==> config.mk <==
export PLATFORM = sky130hd
export DESIGN_NAME = deadline_timer_bank
export DESIGN_NICKNAME = d
export VERILOG_FILES = /design/src/dtb_pkg.sv /design/src/dtb_ram.sv /design/src/dtb_ctrl.sv /design/src/deadline_timer_bank.sv
export SDC_FILE = /design/constraint.sdc
export NUM_CORES = 2
export LEC_CHECK = 0
export ABC_AREA = 1
export BUFFER_PORTS_ARGS = -buffer_cell sky130_fd_sc_hd__buf_2
export CAP_MARGIN = 30
export CORE_ASPECT_RATIO = 0.8
export CORE_UTILIZATION = 65
export CTS_BUF_LIST = sky130_fd_sc_hd__clkbuf_4
export DETAILED_ROUTE_END_ITERATION = 10
export HOLD_SLACK_MARGIN = 0.12
export PLACE_DENSITY = 0.83
export SETUP_SLACK_MARGIN = 0.3
export SLEW_MARGIN = 5
export SYNTH_ARGS = -nofsm -noshare
export SYNTH_HDL_FRONTEND = slang
export SYNTH_SLANG_ARGS = --single-unit
==> constraint.sdc <==
create_clock -name clk -period 18.74 [get_ports clk]
set_input_delay 0.937 -clock clk [delete_from_list [all_inputs] [get_ports clk]]
set_output_delay 0.937 -clock clk [all_outputs]
set_load 0.01 [all_outputs]
==> src/dtb_pkg.sv <==
// Shared constants, codes and types of the deadline timer bank.
`timescale 1ns / 1ps

package dtb_pkg;

  localparam int NUM_TIMERS = 16;
  localparam int TIME_W     = 64;
  localparam int IDX_W      = 4;
  localparam int ADDR_W     = (NUM_TIMERS > 1) ? $clog2(NUM_TIMERS) : 1;
  localparam int CNT_W      = $clog2(NUM_TIMERS + 1);

  typedef enum logic [1:0] {
    KIND_SET    = 2'd0,
    KIND_CANCEL = 2'd1,
    KIND_TICK   = 2'd2
  } kind_t;

  typedef enum logic [1:0] {
    ST_IDLE,
    ST_SCAN,
    ST_EMIT
  } state_t;

  typedef struct packed {
    logic              fired_valid;
    logic [IDX_W-1:0]  fired_index;
    logic              armed;
    logic [TIME_W-1:0] earliest_deadline;
    logic              last;
  } res_t;

  typedef struct packed {
    logic              we;
    logic [ADDR_W-1:0] addr;
    logic [TIME_W-1:0] data;
  } ram_wr_t;

endpackage

==> src/dtb_ram.sv <==
// Simple dual-port RAM, one write and one registered read port.
`timescale 1ns / 1ps

module dtb_ram #(
  parameter int DEPTH = 16,
  parameter int WIDTH = 64,
  parameter int AW    = 4
) (
  input  logic             clk,
  input  logic             we,
  input  logic [AW-1:0]    waddr,
  input  logic [WIDTH-1:0] wdata,
  input  logic [AW-1:0]    raddr,
  output logic [WIDTH-1:0] rdata
);

  logic [WIDTH-1:0] mem [DEPTH];

  always_ff @(posedge clk) begin
    if (we) begin
      mem[waddr] <= wdata;
    end
  end

  always_ff @(posedge clk) begin
    rdata <= mem[raddr];
  end

endmodule

==> src/dtb_ctrl.sv <==
// Sequencer: applies set/cancel, scans the deadline RAM, walks the expiry mask.
`timescale 1ns / 1ps

module dtb_ctrl import dtb_pkg::*; (
  input  logic              clk,
  input  logic              rst_n,
  input  logic              in_valid,
  output logic              in_ready,
  input  logic [1:0]        in_kind,
  input  logic [IDX_W-1:0]  in_timer_index,
  input  logic [TIME_W-1:0] in_deadline,
  input  logic [TIME_W-1:0] in_current_time,
  output ram_wr_t           ram_wr,
  output logic [ADDR_W-1:0] ram_raddr,
  input  logic [TIME_W-1:0] ram_rdata,
  output logic              res_valid,
  input  logic              res_ready,
  output res_t              res
);

  state_t                  state_r, state_nxt;
  logic [NUM_TIMERS-1:0]   valid_r, valid_nxt;
  logic [NUM_TIMERS-1:0]   mask_r, mask_nxt;
  logic [CNT_W-1:0]        cnt_r, cnt_nxt;
  logic                    proc_en_r, proc_en_nxt;
  logic [ADDR_W-1:0]       proc_idx_r, proc_idx_nxt;
  logic                    proc_vld_r, proc_vld_nxt;
  logic                    tick_r, tick_nxt;
  logic [TIME_W-1:0]       now_r, now_nxt;
  logic [TIME_W-1:0]       min_r, min_nxt;
  logic                    any_r, any_nxt;
  logic                    fire_any_r, fire_any_nxt;
  logic [ADDR_W-1:0]       last_fire_r, last_fire_nxt;
  logic [ADDR_W-1:0]       emit_r, emit_nxt;

  logic [ADDR_W+IDX_W-1:0] idx_ext;
  logic [ADDR_W+IDX_W-1:0] fired_ext;
  logic                    in_range;
  logic [TIME_W-1:0]       dl;
  logic                    expire;

  assign idx_ext   = {{ADDR_W{1'b0}}, in_timer_index};
  assign fired_ext = {{IDX_W{1'b0}}, emit_r};
  assign in_range  = int'(in_timer_index) < NUM_TIMERS;
  // entries never written since reset read as inactive
  assign dl        = proc_vld_r ? ram_rdata : '0;
  assign expire    = proc_en_r && tick_r && (dl != '0) && (dl <= now_r);

  always_ff @(posedge clk) begin
    if (!rst_n) begin
      state_r   <= ST_IDLE;
      valid_r   <= '0;
      proc_en_r <= 1'b0;
    end else begin
      state_r   <= state_nxt;
      valid_r   <= valid_nxt;
      proc_en_r <= proc_en_nxt;
    end
  end

  always_ff @(posedge clk) begin
    mask_r      <= mask_nxt;
    cnt_r       <= cnt_nxt;
    proc_idx_r  <= proc_idx_nxt;
    proc_vld_r  <= proc_vld_nxt;
    tick_r      <= tick_nxt;
    now_r       <= now_nxt;
    min_r       <= min_nxt;
    any_r       <= any_nxt;
    fire_any_r  <= fire_any_nxt;
    last_fire_r <= last_fire_nxt;
    emit_r      <= emit_nxt;
  end

  always_comb begin
    state_nxt     = state_r;
    valid_nxt     = valid_r;
    mask_nxt      = mask_r;
    cnt_nxt       = cnt_r;
    proc_en_nxt   = 1'b0;
    proc_idx_nxt  = proc_idx_r;
    proc_vld_nxt  = proc_vld_r;
    tick_nxt      = tick_r;
    now_nxt       = now_r;
    min_nxt       = min_r;
    any_nxt       = any_r;
    fire_any_nxt  = fire_any_r;
    last_fire_nxt = last_fire_r;
    emit_nxt      = emit_r;
    in_ready      = 1'b0;
    ram_wr.we     = 1'b0;
    ram_wr.addr   = idx_ext[ADDR_W-1:0];
    ram_wr.data   = (in_kind == KIND_SET) ? in_deadline : '0;
    ram_raddr     = cnt_r[ADDR_W-1:0];
    res_valid     = 1'b0;
    res.fired_valid       = fire_any_r;
    res.fired_index       = fire_any_r ? fired_ext[IDX_W-1:0] : '0;
    res.armed             = any_r;
    res.earliest_deadline = min_r;
    res.last              = !fire_any_r || (emit_r == last_fire_r);

    unique case (state_r)
      ST_IDLE: begin
        in_ready = 1'b1;
        if (in_valid) begin
          if ((in_kind == KIND_SET || in_kind == KIND_CANCEL) && in_range) begin
            ram_wr.we = 1'b1;
            valid_nxt[idx_ext[ADDR_W-1:0]] = 1'b1;
          end
          tick_nxt     = (in_kind == KIND_TICK) && (in_current_time != '0);
          now_nxt      = in_current_time;
          min_nxt      = '0;
          any_nxt      = 1'b0;
          fire_any_nxt = 1'b0;
          mask_nxt     = '0;
          cnt_nxt      = '0;
          state_nxt    = ST_SCAN;
        end
      end
      ST_SCAN: begin
        // read issue runs one entry ahead of the compare stage
        if (cnt_r < CNT_W'(NUM_TIMERS)) begin
          proc_en_nxt  = 1'b1;
          proc_idx_nxt = cnt_r[ADDR_W-1:0];
          proc_vld_nxt = valid_r[cnt_r[ADDR_W-1:0]];
          cnt_nxt      = cnt_r + CNT_W'(1);
        end else begin
          emit_nxt  = '0;
          state_nxt = ST_EMIT;
        end
        if (expire) begin
          valid_nxt[proc_idx_r] = 1'b0;
          mask_nxt[proc_idx_r]  = 1'b1;
          last_fire_nxt         = proc_idx_r;
          fire_any_nxt          = 1'b1;
        end else if (proc_en_r && (dl != '0) && (!any_r || dl < min_r)) begin
          min_nxt = dl;
          any_nxt = 1'b1;
        end
      end
      ST_EMIT: begin
        if (!fire_any_r) begin
          res_valid = 1'b1;
          if (res_ready) begin
            state_nxt = ST_IDLE;
          end
        end else if (mask_r[emit_r]) begin
          res_valid = 1'b1;
          if (res_ready) begin
            if (emit_r == last_fire_r) begin
              state_nxt = ST_IDLE;
            end else begin
              emit_nxt = emit_r + ADDR_W'(1);
            end
          end
        end else begin
          emit_nxt = emit_r + ADDR_W'(1);
        end
      end
      default: state_nxt = ST_IDLE;
    endcase
  end

  a_scan_quiet: assert property (@(posedge clk) disable iff (!rst_n)
    state_r == ST_SCAN |-> !res_valid)
    else $error("result offered during scan");

  a_fire_bit: assert property (@(posedge clk) disable iff (!rst_n)
    res_valid && res.fired_valid |-> mask_r[emit_r])
    else $error("fired result for a timer not in the expiry mask");

  a_no_fire: assert property (@(posedge clk) disable iff (!rst_n)
    res_valid && !res.fired_valid |-> mask_r == '0 && res.last)
    else $error("idle result while expiries are pending");

  a_armed: assert property (@(posedge clk) disable iff (!rst_n)
    res_valid |-> res.armed == (res.earliest_deadline != '0))
    else $error("armed flag disagrees with earliest deadline");

  a_accept_scan: assert property (@(posedge clk) disable iff (!rst_n)
    in_valid && in_ready |=> state_r == ST_SCAN && cnt_r == '0)
    else $error("accepted item did not start a scan");

endmodule

==> src/deadline_timer_bank.sv <==
// Top level of the deadline timer bank: RAM, sequencer and result register.
`timescale 1ns / 1ps

// Bank of NUM_TIMERS one-shot timers holding absolute deadlines in a single
// RAM with one read and one write port. Each item (set, cancel or tick) is
// accepted while idle, then every entry is scanned through the RAM read
// port, expiring timers and finding the earliest active deadline. Results
// then leave through a one-deep output register: a single result for an
// item with no expiry, otherwise one per expired timer, as the emit state
// steps through each timer index up to the highest expired one, stalling
// while the output register is full. The next item is accepted only once
// the output register takes the last result. Deadlines reset to inactive
// at once through per-entry valid flags, so no clearing pass is needed.
module deadline_timer_bank import dtb_pkg::*; (
  input  logic              clk,
  input  logic              rst_n,
  input  logic              in_valid,
  output logic              in_ready,
  input  logic [1:0]        in_kind,
  input  logic [IDX_W-1:0]  in_timer_index,
  input  logic [TIME_W-1:0] in_deadline,
  input  logic [TIME_W-1:0] in_current_time,
  output logic              out_valid,
  input  logic              out_ready,
  output logic              out_fired_valid,
  output logic [IDX_W-1:0]  out_fired_index,
  output logic              out_armed,
  output logic [TIME_W-1:0] out_earliest_deadline,
  output logic              out_last
);

  ram_wr_t           ram_wr;
  logic [ADDR_W-1:0] ram_raddr;
  logic [TIME_W-1:0] ram_rdata;
  logic              res_valid;
  logic              res_ready;
  res_t              res;
  logic              out_valid_r, out_valid_nxt;
  res_t              out_r;

  dtb_ram #(
    .DEPTH (NUM_TIMERS),
    .WIDTH (TIME_W),
    .AW    (ADDR_W)
  ) u_ram (
    .clk   (clk),
    .we    (ram_wr.we),
    .waddr (ram_wr.addr),
    .wdata (ram_wr.data),
    .raddr (ram_raddr),
    .rdata (ram_rdata)
  );

  dtb_ctrl u_ctrl (
    .clk             (clk),
    .rst_n           (rst_n),
    .in_valid        (in_valid),
    .in_ready        (in_ready),
    .in_kind         (in_kind),
    .in_timer_index  (in_timer_index),
    .in_deadline     (in_deadline),
    .in_current_time (in_current_time),
    .ram_wr          (ram_wr),
    .ram_raddr       (ram_raddr),
    .ram_rdata       (ram_rdata),
    .res_valid       (res_valid),
    .res_ready       (res_ready),
    .res             (res)
  );

  // output register takes a new item whenever it is empty or being drained
  assign res_ready = !out_valid_r || out_ready;

  always_comb begin
    out_valid_nxt = out_valid_r;
    if (res_valid && res_ready) begin
      out_valid_nxt = 1'b1;
    end else if (out_ready) begin
      out_valid_nxt = 1'b0;
    end
  end

  always_ff @(posedge clk) begin
    if (!rst_n) begin
      out_valid_r <= 1'b0;
    end else begin
      out_valid_r <= out_valid_nxt;
    end
  end

  always_ff @(posedge clk) begin
    if (res_valid && res_ready) begin
      out_r <= res;
    end
  end

  assign out_valid             = out_valid_r;
  assign out_fired_valid       = out_r.fired_valid;
  assign out_fired_index       = out_r.fired_index;
  assign out_armed             = out_r.armed;
  assign out_earliest_deadline = out_r.earliest_deadline;
  assign out_last              = out_r.last;

endmodule
==> impl_metrics.env <==
export IMPL_status="completed"
export IMPL_drt_pass1_iter_count=9
export IMPL_synth_top_family_by_area="compound AO/OA/AOI/OAI gates"
export IMPL_ir_drop_uv=77.4
export IMPL_grt_pass1_vias=37600
export IMPL_hold_path_class="input pin to flop"
export IMPL_synthCells=4402
export IMPL_wire_per_inst_um=23.2
export IMPL_async_flop_share_pct=0
export IMPL_antenna_found_initial=7
export IMPL_rsz0062_at_grt="no"
export IMPL_grt_overflow=0
export IMPL_gp_congestion=0.991
export IMPL_p_per_area_mw_per_mm2=114
export IMPL_core_area_mm2=0.0826
export IMPL_post_cts_resized=0
export IMPL_worst_pin_slew_ps=1190
export IMPL_yosysTopAreaCell="edfxtp_1"
export IMPL_ys_top_cells_by_count="edfxtp_1 (1,260), nor2_1 (776), o21ai_0 (550), nand2_1 (389), inv_1 (342)"
export IMPL_postCtsSetupBuffers=0
export IMPL_synth_main_ff_cell="edfxtp_1"
export IMPL_drive_gt1_share_pct=16.7
export IMPL_dpl_cell_area_mm2=0.0567
export IMPL_crit_type="flop to flop"
export IMPL_crit_fanout=51
export IMPL_die_w_um=325
export IMPL_num_io_pins=211
export IMPL_synth_seq_cells=1344
export IMPL_synth_compound_area_share_pct=10.2
export IMPL_synthXorXnorAreaFrac_pct=0.129
export IMPL_port_buffers=210
export IMPL_required_ps=19530
export IMPL_cts_max_path_buffers=4
export IMPL_stdcell_area_mm2=0.0620
export IMPL_end_kind="flop"
export IMPL_hold_path_depth=3
export IMPL_grt_pass1_wl_um=211000
export IMPL_die_area_mm2=0.0849
export IMPL_synth_edf_count=1260
export IMPL_start_kind="flop"
export IMPL_synthMuxAreaShare_pct=0
export IMPL_synth_top_area_share_pct=69.5
export IMPL_ys_seq_area_share_pct=72.6
export IMPL_setup_tns_ps=0
export IMPL_grt_usage_pct=33.1
export IMPL_cts_hold_buf=72
export IMPL_cts_buffers=323
export IMPL_ant_nets=0
export IMPL_yosys_area_share_simple_pct=10.1
export IMPL_clock_latency_ps=1220
export IMPL_fin_crit_ps=4630
export IMPL_slew_viol_final=0
export IMPL_initial_core_util_pct=65.9
export IMPL_grt_max_degree=257
export IMPL_num_vias=38700
export IMPL_dieHeight_um=261
export IMPL_hold_violations=0
export IMPL_drtIter0Drc=6231
export IMPL_synth_avg_cell_area_um2=12.4
export IMPL_yosysMostFrequentCell="edfxtp_1"
export IMPL_cts_tree="yes"
export IMPL_synth_fa_ha_area_share_pct=2.85
export IMPL_cts_clk_slew_worst_paths_ps=70
export IMPL_synth_area_top_cells="edfxtp_1 (70%), nor2_1 (5.4%), o21ai_0 (5.1%), dfxtp_1 (3.1%), ha_1 (2.9%)"
export IMPL_p_leak_uw=0.0234
export IMPL_fmax_mhz=216
export IMPL_ys_types=39
export IMPL_synthToLayoutAreaGrowth_pct=13.9
export IMPL_finalSetupViolations=0
export IMPL_synthesis_area_mm2=0.0544
export IMPL_cts_root_buf="clkbuf_4"
export IMPL_yosysWarnings=0
export IMPL_htree_levels=5
export IMPL_crit_arrival_ps=5420
export IMPL_synth_nets=4664
export IMPL_cts_sinks=1344
export IMPL_r2r_cells=19
export IMPL_final_nets=5125
export IMPL_period_share_pct=24.7
export IMPL_hpwl_um=79700
export IMPL_avgViaCountPerCell=6.24
export IMPL_rows=94
export IMPL_maxCapViolCount=0
export IMPL_finClkSkew_ps=63.0
export IMPL_drc=0
export IMPL_wirelength_um=144000
export IMPL_slew_headroom_pct=20.9
==> area by class of cell <==
type	count	area [um2]
flip-flops and latches	1344	39500
inverters	348	1320
clock buffers	496	3720
fillers	4822	20600
multi-input cells	2471	12800
clock inverters	58	354
diodes	8	20.0
well taps	1104	1380
repair buffers	375	2830
==> where the power goes <==
group	switching, uW	total [uW]	internal, uW
Clock	1140	2410	1270
Sequential	70.8	3500	3430
Combinational	835	1170	338
==> through the flow <==
| stage | hold slack, ps | total power, uW | instances | utilization (%) | setup WS (ps) |
|---|---|---|---|---|---|
| 3_5_place_dp | 444 | 4650 | 5541 | 68.7 | 14410 |
| 5_1_grt | 103 | 7330 | 6200 | 75.0 | 13960 |
| 4_1_cts | 138 | 7010 | 6167 | 74.5 | 14380 |
| 3_3_place_gp | 438 | 4600 | 5525 | 68.4 | 14350 |
| 2_1_floorplan | 426 | 4250 | 4402 | - | 9040 |
| 6_report | 107 | 7080 | 6204 | 75.0 | 14110 |
==> placed cells by master, fill, tap and decap left out, types with 2 or more instances in the layout <==
cell | netlist | layout
edfxtp_1 | 1260 | 1260
dlygate4sd3_1 | 0 | 72
xnor2_1 | 5 | 5
inv_1 | 342 | 340
or2_2 | 3 | 2
a211oi_1 | 3 | 3
buf_12 | 0 | 7
nor2_2 | 2 | 3
nand3_1 | 141 | 141
o21a_1 | 5 | 5
xor2_1 | 3 | 3
nor3_1 | 15 | 14
bufinv_16 | 0 | 5
nand4_1 | 26 | 26
clkinv_2 | 0 | 6
nor2_1 | 776 | 757
clkbuf_4 | 0 | 496
o21ai_0 | 550 | 550
clkinv_1 | 5 | 46
o221ai_1 | 106 | 106
dfxtp_1 | 84 | 84
nand2_1 | 389 | 388
nor4_1 | 18 | 18
o211ai_1 | 26 | 26
ha_1 | 124 | 124
nor2_4 | 0 | 18
a21boi_0 | 2 | 2
buf_2 | 9 | 210
buf_16 | 0 | 13
buf_4 | 2 | 71
a21oi_1 | 115 | 114
o22ai_1 | 150 | 150
inv_2 | 1 | 7
a21o_1 | 2 | 2
diode_2 | 0 | 8
a31oi_1 | 2 | 2
==> layer usage <==
layer	vias up	track usage, %	wire length [um]
met5	-	0.0557	57
met4	8	19.0	7610
met3	532	7.37	17400
met2	3003	52.0	67700
met1	18200	43.1	50900
li1	16900	-	-
==> kinds of logic after synthesis <==
kind of cell    Yosys count
simple gates           1374
flops                  1344
compound gates          965
buf+inv                 587
fa+ha+maj               124
xor+xnor                  8
==> registers in the layout, indices dropped and copies added (netlist names), 2 cells and up <==
name,count
u_ctrl.min_r,64
u_ctrl.proc_idx_r,4
u_ctrl.last_fire_r,4
u_ram.rdata,64
u_ctrl.emit_r,4
u_ctrl.valid_r,16
out_earliest_deadline,64
u_ctrl.now_r,64
u_ram.mem,1024
u_ctrl.cnt_r,5
u_ctrl.mask_r,16
u_ctrl.state_r,2
out_fired_index,4
==> worst max-delay path: stages (launching register included) <==
cell,delay (ps)
edfxtp_1,320
buf_4,270
buf_4,520
nand2_1,240
inv_1,150
ha_1,250
nand2_1,100
inv_1,40
nand3_1,100
inv_1,50
nand2_1,60
o211ai_1,100
nand2_1,80
nand3_1,60
a21oi_1,320
nand2_1,140
nand2_1,80
nand2_1,80
a21oi_4,510
buf_4,690
==> path summary, 6_finish.rpt <==
kind	start	endpoint	slack [ps]
min reg2reg	u_ctrl.min_r[15]	out_earliest_deadline[15]	430
min	in_deadline[3]	u_ram.mem[6][3]	110
max	u_ctrl.proc_vld_r	u_ctrl.min_r[53]	14110
max reg2reg	u_ctrl.proc_vld_r	u_ctrl.min_r[53]	14110
(Power assumes the default switching activity.)
